===== src/hw/rtl/asef_pkg.sv =====
// ============================================================================
// asef_pkg
// Shared types and constants for the ADC scan / EMA filter block.
// ============================================================================
package asef_pkg;

    // Fixed field widths
    localparam int CH_W   = 5;   // converter channel number
    localparam int SH_W   = 5;   // shift amounts
    localparam int SMP_W  = 12;  // raw conversion result
    localparam int VAL_W  = 16;  // filtered value returned on reads
    localparam int AVG_W  = 31;  // per-channel running average

    // Sample is aligned to the top of the average word
    localparam int SAMPLE_SHIFT = 19;

    // Reset values of the shift tables
    localparam logic [SH_W-1:0] FSH_RESET = 5'd9;
    localparam logic [SH_W-1:0] OSH_RESET = 5'd16;

    // Function codes carried in tuser
    typedef enum logic [1:0] {
        FUNC_ADD    = 2'd0,
        FUNC_SAMPLE = 2'd1,
        FUNC_READ   = 2'd2
    } t_func;

    // Decoded operation, already qualified by the pipeline advance
    typedef struct packed {
        logic            add;
        logic            sample;
        logic            rd;
        logic [CH_W-1:0] channel;
        logic [SH_W-1:0] filter_shift;
        logic [SH_W-1:0] out_shift;
    } t_op;

    // Scan table status toward the channel store and result register
    typedef struct packed {
        logic            add_ok;
        logic            refused;
        logic            sample_go;
        logic [CH_W-1:0] cur_channel;
        logic [SH_W-1:0] cur_filter_shift;
        logic [CH_W-1:0] next_channel;
    } t_scan_stat;

endpackage


===== src/hw/rtl/asef_scan_table.sv =====
// ============================================================================
// asef_scan_table
// Scan slot table, slot count and round-robin slot pointer.
// ============================================================================
module asef_scan_table
    import asef_pkg::*;
#(
    parameter int SLOTS    = 18,
    parameter int CHANNELS = 18
) (
    input  logic       i_clk,
    input  logic       i_rst_n,
    input  t_op        i_op,
    output t_scan_stat o_stat
);

    localparam int PW   = (SLOTS > 1) ? $clog2(SLOTS) : 1;
    localparam int CNTW = $clog2(SLOTS + 1);
    localparam int XW   = CNTW + 1;

    logic [CH_W-1:0] r_slot_ch  [SLOTS];
    logic [SH_W-1:0] r_slot_fsh [SLOTS];
    logic [CNTW-1:0] r_count;
    logic [PW-1:0]   r_ptr;
    logic [CH_W-1:0] r_cur_ch;   // mirror of slot channel at r_ptr

    logic            w_ch_ok;
    logic            w_add_ok;
    logic            w_go;
    logic [XW-1:0]   w_ptr_p1;
    logic [PW-1:0]   w_ptr_wrap;
    logic [PW-1:0]   n_ptr;
    logic [CNTW-1:0] n_count;
    logic [CH_W-1:0] n_cur_ch;

    always_comb begin
        w_ch_ok    = {1'b0, i_op.channel} < (CH_W + 1)'(CHANNELS);
        w_add_ok   = i_op.add && (r_count < CNTW'(SLOTS)) && w_ch_ok;
        w_go       = i_op.sample && (r_count != '0);
        w_ptr_p1   = XW'(r_ptr) + XW'(1);
        w_ptr_wrap = (w_ptr_p1 >= XW'(r_count)) ? '0 : w_ptr_p1[PW-1:0];
        n_ptr      = w_go ? w_ptr_wrap : r_ptr;
        n_count    = w_add_ok ? r_count + CNTW'(1) : r_count;

        // an add into an empty table makes the new slot the current one
        if (w_go) begin
            n_cur_ch = r_slot_ch[w_ptr_wrap];
        end else if (w_add_ok && (r_count == '0)) begin
            n_cur_ch = i_op.channel;
        end else begin
            n_cur_ch = r_cur_ch;
        end
    end

    always_comb begin
        o_stat.add_ok           = w_add_ok;
        o_stat.refused          = i_op.add && !w_add_ok;
        o_stat.sample_go        = w_go;
        o_stat.cur_channel      = r_cur_ch;
        o_stat.cur_filter_shift = r_slot_fsh[r_ptr];
        o_stat.next_channel     = n_cur_ch;
    end

    always_ff @(posedge i_clk) begin
        if (!i_rst_n) begin
            r_count  <= '0;
            r_ptr    <= '0;
            r_cur_ch <= '0;
            for (int i = 0; i < SLOTS; i++) begin
                r_slot_ch[i]  <= '0;
                r_slot_fsh[i] <= FSH_RESET;
            end
        end else begin
            r_count  <= n_count;
            r_ptr    <= n_ptr;
            r_cur_ch <= n_cur_ch;
            if (w_add_ok) begin
                r_slot_ch[r_count[PW-1:0]]  <= i_op.channel;
                r_slot_fsh[r_count[PW-1:0]] <= i_op.filter_shift;
            end
        end
    end

endmodule


===== src/hw/rtl/asef_chan_store.sv =====
// ============================================================================
// asef_chan_store
// Per-channel averages and read shifts, with the EMA update datapath.
// ============================================================================
module asef_chan_store
    import asef_pkg::*;
#(
    parameter int CHANNELS = 18
) (
    input  logic             i_clk,
    input  logic             i_rst_n,
    input  t_op              i_op,
    input  t_scan_stat       i_stat,
    input  logic [SMP_W-1:0] i_sample,
    output logic [VAL_W-1:0] o_value
);

    localparam int CHW = (CHANNELS > 1) ? $clog2(CHANNELS) : 1;

    logic [AVG_W-1:0] r_avg [CHANNELS];
    logic [SH_W-1:0]  r_osh [CHANNELS];

    logic              w_rd_ok;
    logic              w_upd;
    logic [CHW-1:0]    w_rd_idx;
    logic [CHW-1:0]    w_cur_idx;
    logic [CHW-1:0]    w_idx;
    logic [AVG_W-1:0]  w_avg;
    logic [AVG_W-1:0]  w_target;
    logic signed [AVG_W:0] w_diff;
    logic signed [AVG_W:0] w_step;
    logic signed [AVG_W:0] w_sum;
    logic [AVG_W-1:0]  w_shifted;

    always_comb begin
        w_rd_idx  = i_op.channel[CHW-1:0];
        w_cur_idx = i_stat.cur_channel[CHW-1:0];
        w_rd_ok   = i_op.rd
                    && ({1'b0, i_op.channel} < (CH_W + 1)'(CHANNELS));
        w_upd     = i_stat.sample_go
                    && ({1'b0, i_stat.cur_channel} < (CH_W + 1)'(CHANNELS));
        w_idx     = i_op.rd ? w_rd_idx : w_cur_idx;
        w_avg     = r_avg[w_idx];

        // avg += floor((target - avg) / 2^fsh); stays within 0..4095<<19
        w_target  = {i_sample, {SAMPLE_SHIFT{1'b0}}};
        w_diff    = $signed({1'b0, w_target}) - $signed({1'b0, w_avg});
        w_step    = w_diff >>> i_stat.cur_filter_shift;
        w_sum     = $signed({1'b0, w_avg}) + w_step;

        w_shifted = w_avg >> r_osh[w_rd_idx];
        o_value   = w_rd_ok ? w_shifted[VAL_W-1:0] : '0;
    end

    always_ff @(posedge i_clk) begin
        if (!i_rst_n) begin
            for (int i = 0; i < CHANNELS; i++) begin
                r_avg[i] <= '0;
                r_osh[i] <= OSH_RESET;
            end
        end else begin
            if (w_upd) begin
                r_avg[w_cur_idx] <= w_sum[AVG_W-1:0];
            end
            if (i_stat.add_ok) begin
                r_osh[w_rd_idx] <= i_op.out_shift;
            end
        end
    end

endmodule


===== src/hw/rtl/adc_scan_ema_filter_unit.sv =====
// ============================================================================
// adc_scan_ema_filter_unit
// Round-robin ADC scan sequencer with a per-channel shift low-pass filter.
// ============================================================================
// Each input beat carries a function code in tuser: ADD appends a scan slot
// (channel, filter shift) and sets that channel's read shift, SAMPLE folds a
// 12-bit conversion into the current slot's channel average and steps the
// slot pointer (wrapping at the slot count), READ returns a channel average
// shifted right by its read shift, low 16 bits. Every input beat yields
// exactly one output beat carrying next_channel, the channel to convert next.
// Throughput is one beat per clock while the output is not stalled. Each
// beat passes through the input register, then the table/filter update and
// result register. A stalled output holds both registers. The valid flags,
// scan table and channel store are cleared by reset (the data registers are
// not), so the block is usable as soon as reset is released.
// ============================================================================
module adc_scan_ema_filter_unit
    import asef_pkg::*;
#(
    parameter int SLOTS    = 18,
    parameter int CHANNELS = 18
) (
    input  logic        i_clk,
    input  logic        i_rst_n,
    // slave side
    input  logic        i_s_tvalid,
    output logic        o_s_tready,
    input  logic [31:0] i_s_tdata,   // channel[4:0], filter_shift[9:5],
                                     // out_shift[14:10], sample[26:15]
    input  logic [1:0]  i_s_tuser,   // func[1:0]
    // master side
    output logic        o_m_tvalid,
    input  logic        i_m_tready,
    output logic [23:0] o_m_tdata,   // value[15:0], next_channel[20:16]
    output logic [0:0]  o_m_tuser    // refused[0]
);

    // input register
    logic             r_in_valid;
    logic [1:0]       r_in_func;
    logic [CH_W-1:0]  r_in_ch;
    logic [SH_W-1:0]  r_in_fsh;
    logic [SH_W-1:0]  r_in_osh;
    logic [SMP_W-1:0] r_in_smp;

    // result register
    logic             r_out_valid;
    logic [VAL_W-1:0] r_out_value;
    logic [CH_W-1:0]  r_out_next;
    logic             r_out_refused;

    logic             w_adv;    // result register can take a new beat
    logic             w_fire;   // input register beat is processed this cycle
    t_op              w_op;
    t_scan_stat       w_stat;
    logic [VAL_W-1:0] w_value;

    assign w_adv      = !r_out_valid || i_m_tready;
    assign w_fire     = r_in_valid && w_adv;
    assign o_s_tready = !r_in_valid || w_adv;

    // decode; state only moves on a processed beat
    always_comb begin
        w_op.add          = 1'b0;
        w_op.sample       = 1'b0;
        w_op.rd           = 1'b0;
        w_op.channel      = r_in_ch;
        w_op.filter_shift = r_in_fsh;
        w_op.out_shift    = r_in_osh;
        case (t_func'(r_in_func))
            FUNC_ADD: begin
                w_op.add = w_fire;
            end
            FUNC_SAMPLE: begin
                w_op.sample = w_fire;
            end
            FUNC_READ: begin
                w_op.rd = w_fire;
            end
            default: begin
                // unused code: no state change, zero value
            end
        endcase
    end

    asef_scan_table #(
        .SLOTS    (SLOTS),
        .CHANNELS (CHANNELS)
    ) u_scan (
        .i_clk   (i_clk),
        .i_rst_n (i_rst_n),
        .i_op    (w_op),
        .o_stat  (w_stat)
    );

    asef_chan_store #(
        .CHANNELS (CHANNELS)
    ) u_store (
        .i_clk    (i_clk),
        .i_rst_n  (i_rst_n),
        .i_op     (w_op),
        .i_stat   (w_stat),
        .i_sample (r_in_smp),
        .o_value  (w_value)
    );

    // input register
    always_ff @(posedge i_clk) begin
        if (!i_rst_n) begin
            r_in_valid <= 1'b0;
        end else if (o_s_tready) begin
            r_in_valid <= i_s_tvalid;
        end
    end

    always_ff @(posedge i_clk) begin
        if (i_s_tvalid && o_s_tready) begin
            r_in_func <= i_s_tuser;
            r_in_ch   <= i_s_tdata[4:0];
            r_in_fsh  <= i_s_tdata[9:5];
            r_in_osh  <= i_s_tdata[14:10];
            r_in_smp  <= i_s_tdata[26:15];
        end
    end

    // result register
    always_ff @(posedge i_clk) begin
        if (!i_rst_n) begin
            r_out_valid <= 1'b0;
        end else if (w_adv) begin
            r_out_valid <= r_in_valid;
        end
    end

    always_ff @(posedge i_clk) begin
        if (w_fire) begin
            r_out_value   <= w_value;
            r_out_next    <= w_stat.next_channel;
            r_out_refused <= w_stat.refused;
        end
    end

    assign o_m_tvalid = r_out_valid;
    assign o_m_tdata  = {3'b000, r_out_next, r_out_value};
    assign o_m_tuser  = r_out_refused;

    // ------------------------------------------------------------------------
    // Assertions
    // ------------------------------------------------------------------------

    // a refused add never carries a value
    a_refused_no_value: assert property (@(posedge i_clk) disable iff (!i_rst_n)
        (o_m_tvalid && o_m_tuser[0]) |-> (o_m_tdata[15:0] == '0))
        else $error("refused beat with nonzero value");

    // next channel always names a real channel
    a_next_in_range: assert property (@(posedge i_clk) disable iff (!i_rst_n)
        o_m_tvalid |-> ({1'b0, o_m_tdata[20:16]} < (CH_W + 1)'(CHANNELS)))
        else $error("next_channel out of range");

    // an accepted beat lands in the input register
    a_accept_held: assert property (@(posedge i_clk) disable iff (!i_rst_n)
        (i_s_tvalid && o_s_tready) |=> r_in_valid)
        else $error("accepted beat lost");

    // a stalled output keeps the pending input beat parked
    a_stall_parks: assert property (@(posedge i_clk) disable iff (!i_rst_n)
        (r_in_valid && r_out_valid && !i_m_tready) |=> (r_in_valid && o_m_tvalid))
        else $error("beat dropped under backpressure");

endmodule


===== config.mk =====
export PLATFORM = sky130hd
export DESIGN_NAME = adc_scan_ema_filter_unit
export DESIGN_NICKNAME = d
export VERILOG_FILES = /design/src/hw/rtl/asef_pkg.sv /design/src/hw/rtl/asef_scan_table.sv /design/src/hw/rtl/asef_chan_store.sv /design/src/hw/rtl/adc_scan_ema_filter_unit.sv
export SDC_FILE = /design/constraint.sdc
export NUM_CORES = 2
export LEC_CHECK = 0
export BUFFER_PORTS_ARGS = -buffer_cell sky130_fd_sc_hd__buf_2
export CORE_MARGIN = 5
export CORE_UTILIZATION = 35
export DETAILED_ROUTE_END_ITERATION = 16
export PLACE_DENSITY = 0.53
export SLEW_MARGIN = 20
export SYNTH_ARGS = -nofsm -noshare
export SYNTH_HDL_FRONTEND = slang
export SYNTH_HIERARCHICAL = 1
export SYNTH_SLANG_ARGS = --single-unit
export TNS_END_PERCENT = 100

===== constraint.sdc =====
create_clock -name i_clk -period 15.5 [get_ports i_clk]
set_input_delay 0.775 -clock i_clk [delete_from_list [all_inputs] [get_ports i_clk]]
set_output_delay 0.775 -clock i_clk [all_outputs]
set_load 0.05 [all_outputs]

After elaboration in Yosys (flattened, before gate mapping)
Memories as Yosys holds them, arrays and structs flattened. A register that Yosys moved wholly into a read port is not among the register bits.
Cells that the tools add are included.
Storage, ports and cells
  bits in registers: 68
  bits in writable memories: 828
  memories kept: 4
Memory list
  u_store.r_avg: depth 18, width 31, read ports 1, clocked after Yosys merged registers in 0, wr ports 18, line asef_chan_store.sv:20  | logic [AVG_W-1:0] r_avg [CHANNELS];
  u_scan.r_slot_ch: depth 18, width 5, read ports 1, clocked after Yosys merged registers in 0, wr ports 18, line asef_scan_table.sv:21  | logic [CH_W-1:0] r_slot_ch [SLOTS];
  u_scan.r_slot_fsh: depth 18, width 5, read ports 1, clocked after Yosys merged registers in 1, wr ports 18, line asef_scan_table.sv:22  | logic [SH_W-1:0] r_slot_fsh [SLOTS];
  u_store.r_osh: depth 18, width 5, read ports 1, clocked after Yosys merged registers in 1, wr ports 18, line asef_chan_store.sv:21  | logic [SH_W-1:0] r_osh [CHANNELS];
Operators by class
  add/subtract/negate cells: 4
  order comparisons: 4
  equal/unequal tests: 2
  shifts and indexed selects: 2
  muxes and demuxes: 29
  reductions and logical operators: 21
Operators with widths (number)
  $mux 5: 14
  $sshr 32x5->31: 1
  $sub 31x31->32: 1
  $add 31x31->31: 1
  $mux 31: 1
  $reduce_or 31->1: 1
  $shr 31x5->16: 1
  $lt 5x5->1 const B: 3
  $reduce_or 5->1: 3
  $mux 1: 14
  $logic_and 1x1->1: 9
  $add 5x1->6 const B: 1
  $ge 6x5->1: 1
  $add 5x1->5 const B: 1
  $logic_not 5->1: 1
  $reduce_bool 5->1: 1
  $logic_not 1->1: 3
  $eq 2x1->1 const B: 1
  $eq 2x2->1 const B: 1
  $logic_not 2->1: 1
  $logic_or 1x1->1: 2

Depth between registers and ports, before layout
  depth in word-level cells: 11
  depth in mapped cells: 50
  mapped depth without buffers: 37

Cells and area by module
The synthesis kept the hierarchy.
By module, submodules not included
  asef_chan_store: times used 1, cells an instance 4361, area an instance 56810.7 µm²
  asef_scan_table: times used 1, cells an instance 1029, area an instance 14564.0 µm²
  adc_scan_ema_filter_unit: times used 1, cells an instance 67, area an instance 1690.4 µm²

Least setup slack after synthesis
No wires, ideal clock.
  path type: input-to-reg
  start point: input port i_m_tready
  end point: memory u_store.r_avg[17][26] (data pin)
  setup time: 0.302 ns
  arrival: 11.224 ns
  required time: 15.198 ns
  slack: 3.974 ns
  stages: 50
  cells stage by stage: nor2b_4 nor4bb_2 mux2_4 buf_6 buf_8 buf_6 buf_8 buf_8 buf_4 buf_2 buf_2 buf_2 buf_2 mux4_2 mux2i_1 mux2i_1 mux2i_1 ha_1 [... 14 more ...] ha_1 inv_1 fa_1 nor2b_1 o21ai_0 a21oi_1 o21ai_0 a31oi_1 o21ai_0 o21ai_0 a41oi_1 o211ai_1 a21oi_1 xor2_1 or2_2 clkbuf_1 clkbuf_1 inv_1
RTL lines
  start: declaration: line adc_scan_ema_filter_unit.sv:33  | input logic i_m_tready,
  end: declaration: line asef_chan_store.sv:20

==> impl_metrics.env <==
export IMPL_pwr_share_comb_pct=11.7
export IMPL_grt_max_degree=84
export IMPL_clkLatencyLatePin_ps=830
export IMPL_slowest_delay_ps=940
export IMPL_worstHoldStart="i_s_tdata[2]"
export IMPL_remaining_drc_errors=0
export IMPL_clk_pin_slew_ps=60
export IMPL_cp_max_fo=65
export IMPL_synth_seq_cells=1545
export IMPL_p_sw_share_pct=25.44
export IMPL_synth_edf_count=1523
export IMPL_syn2layout_area_growth_pct=15.08
export IMPL_period_needed_ps=12670
export IMPL_rsz0062_at_grt="false"
export IMPL_worstPathArrival_ps=13150
export IMPL_setup_viol=0
export IMPL_htreeDepth=4
export IMPL_cts_tree="done"
export IMPL_wire_per_inst_um=24.56
export IMPL_setup_tns_ps=0
export IMPL_switching_power_mw=2.507
export IMPL_syn_inst=5457
export IMPL_leakage_nw=28.86
export IMPL_dp_hpwl_um=135900
export IMPL_slowest_stage="nor4_2"
export IMPL_max_vdd_ir_drop_uv=120.3
export IMPL_dpl_instance_area_mm2=0.07867
export IMPL_crit_cells=32
export IMPL_syn_cell_area_mm2=0.07307
export IMPL_ctsRootBufferMaster="clkbuf_16"
export IMPL_drive_above_1_share_pct=14.12
export IMPL_final_antenna_net_count=0
export IMPL_cts_sink_count=1545
export IMPL_drt_iter0_drc=5294
export IMPL_antenna_found_initial=6
export IMPL_viasPerCell=5.454
export IMPL_design_area_mm2=0.08408
export IMPL_core_area_mm2=0.2075
export IMPL_ios=65
export IMPL_critPathLaunchType="register"
export IMPL_finalHoldViolCount=0
export IMPL_cts_setup_buffers=0
export IMPL_worst_slew_pin_slew_ps=1209
export IMPL_final_nets=6094
export IMPL_placement_io_buffers=56
export IMPL_die_h_um=466.9
export IMPL_avgSynthCellArea_um2=13.39
export IMPL_routed_wl_um=219300
export IMPL_clockBufferDepth=3
export IMPL_hold_buffers=0
export IMPL_worst_r2r_path_depth=32
export IMPL_hold_depth=1
export IMPL_synthArstFlopShare_pct=0
export IMPL_grt_remaining_overflow=0
export IMPL_place_gp_congestion=0.8927
export IMPL_ys_types=111
export IMPL_cts_made_buffers=166
export IMPL_p_seq_share_pct=48.2
export IMPL_rows=167
export IMPL_cts_resized=0
export IMPL_place_ws_ps=2642
export IMPL_cp_data_required_time_ps=15980
export IMPL_power_density_mw_per_mm2=117.2
export IMPL_synth_ff_type="edfxtp_1"
export IMPL_die_area_mm2=0.2180
export IMPL_die_w_um=466.9
export IMPL_grt_pass1_vias=47270
export IMPL_start_util_pct=35.21
export IMPL_grt_pass1_wl_um=319900
export IMPL_relSlewSlack_pct=18.75
export IMPL_maxCapViolCount=0
export IMPL_hold_path_class="input port to register"
export IMPL_final_cell_mix="edfxtp_1, nor2_1, conb_1, nand2_1, mux4_2"
export IMPL_worstReg2RegStart="r_in_valid"
export IMPL_p_int_mw=7.347
export IMPL_crit_buf_inv=4
export IMPL_worstSetupPathType="register to register"
export IMPL_crit_start="r_in_valid"
export IMPL_layout_commonest_cell="edfxtp_1"
export IMPL_yosysSeqAreaShare_pct=63.20
export IMPL_outcome="finished, final reports clean"
export IMPL_ys_warn_count=6
export IMPL_slew_viol_final=0
export IMPL_dr_pass1_iters=8
export IMPL_fin_util_pct=40.52
export IMPL_grt_use_total_pct=19.78
export IMPL_critPathCaptureType="register"
export IMPL_setup_slack_ps=2830
export IMPL_max_clock_freq_mhz=78.93
export IMPL_min_period_over_period_pct=81.74
export IMPL_vias=48690
export IMPL_critPathTopFamily="compound AO/OA/AOI/OAI gates"
export IMPL_finalClockSkew_ps=55.16
export IMPL_p_clk_share_pct=40.1
## path summary, 6_finish.rpt
path / slack (ps) / to
worst max-delay path: 2830 / u_store/r_avg[23][30]
worst min register to register: 560 / u_scan/r_slot_fsh[7][4]
worst min-delay path: 110 / r_in_ch[2]
worst max register to register: 2830 / u_store/r_avg[23][30]
## layout make-up
cell class              count  area [um^2]
well taps                2788         3488
inverters                 131        491.7
multi-input cells        3966        27190
fillers                 19550       123400
clock buffers             217         4405
diodes                      5        12.51
repair buffers            191         1334
flip-flops and latches   1545        46180
clock inverters            84        980.9
## metrics by stage
stage	hold slack (ps)	power [mW]	instances
floorplan	524.2	5.582	6031
global placement	546.4	5.957	8621
detailed placement	551.3	5.969	8621
CTS	47.72	9.936	8922
global route	66.00	10.23	8923
finish	114.4	9.853	8927
## per-layer routing
metal / GRT usage [%] / vias up / share of wire, %
met2: 30.94 / 2169 / 45
met4: 6.167 / 0 / 3.2
met5: 0 / - / 0
met1: 28.21 / 24830 / 43
met3: 3.375 / 383 / 8.4
li1: - / 21310 / -
## sequential cells by signal (all words and copies together) (netlist names), named ones only
name / count
o_m_tvalid: 1
u_store/r_osh: 160
r_in_osh: 5
o_m_tuser: 1
r_in_fsh: 5
r_in_func: 2
u_scan/r_slot_fsh: 160
r_out_value: 16
r_out_next: 5
u_scan/r_slot_ch: 160
u_scan/r_cur_ch: 5
r_in_smp: 12
r_in_ch: 5
u_store/r_avg: 992
u_scan/r_ptr: 5
u_scan/r_count: 5
r_in_valid: 1
## synthesized netlist by cell type, drive strengths merged, types with 8 or more instances
library cell	n	area [um^2]
o31ai	14	110.1
a21o	32	240.2
o21bai	11	82.58
dfxtp	22	440.4
o221ai	34	297.8
o21ai	80	411.7
mux4	278	6261
nand2b	203	1270
a311oi	14	122.6
edfxtp	1523	45730
nor3	85	435.4
a22o	10	88.84
ha	54	675.7
nand3	118	590.6
o211ai	31	251.5
inv	125	469.2
or3	30	187.7
mux2i	219	2192
o21a	12	90.09
nor4	15	127.6
nor2b	36	232.7
o211a	12	120.1
a211oi	41	317.8
nand4b	8	70.07
a41oi	13	113.9
and3	19	118.9
clkbuf	269	1010
a22oi	106	800.8
and2	25	156.4
a21oi	196	980.9
nor2	921	3457
or2	35	219.0
o22a	8	70.07
a31oi	32	200.2
mux2	47	536.8
o22ai	88	556.8
xor2	15	138.9
nand4	33	206.5
a221oi	10	87.58
a2111oi	20	182.7
buf	120	706.9
nand2	333	1260
xnor2	32	287.8
## worst reg2reg max path: cells and delay by family, from the launching register on
kind / cells / cell delay (ps)
mux: 5 / 2320
fa+ha+maj: 2 / 540
simple gates: 8 / 2890
flops: 1 / 500
buf+inv: 4 / 2000
compound gates: 12 / 3880
xor+xnor: 1 / 170
## power groups by stage
| stage | Clock (mW) | Combinational (mW) | Sequential [mW] |
|---|---|---|---|
| 3_5_place_dp | 0 | 1.13 | 4.84 |
| 4_1_cts | 4.05 | 1.14 | 4.75 |
| 5_1_grt | 4.23 | 1.24 | 4.76 |
| 6_report | 3.95 | 1.16 | 4.75 |
| 3_3_place_gp | 0 | 1.13 | 4.83 |
| 2_1_floorplan | 0 | 0.757 | 4.82 |
## kinds of logic (layout without fill, tap and decap cells)
family | Yosys count | after routing | synth area share, %
compound gates | 852 | 852 | 8.156
xor+xnor | 47 | 47 | 0.5840
fa+ha+maj | 55 | 55 | 0.9521
buf+inv | 520 | 623 | 3.022
flops | 1545 | 1545 | 63.20
mux | 544 | 544 | 12.30
other cells | 3 | 582 | 0.01541
simple gates | 1891 | 1891 | 11.77
Note: power is estimated with default switching activity, not from simulation.
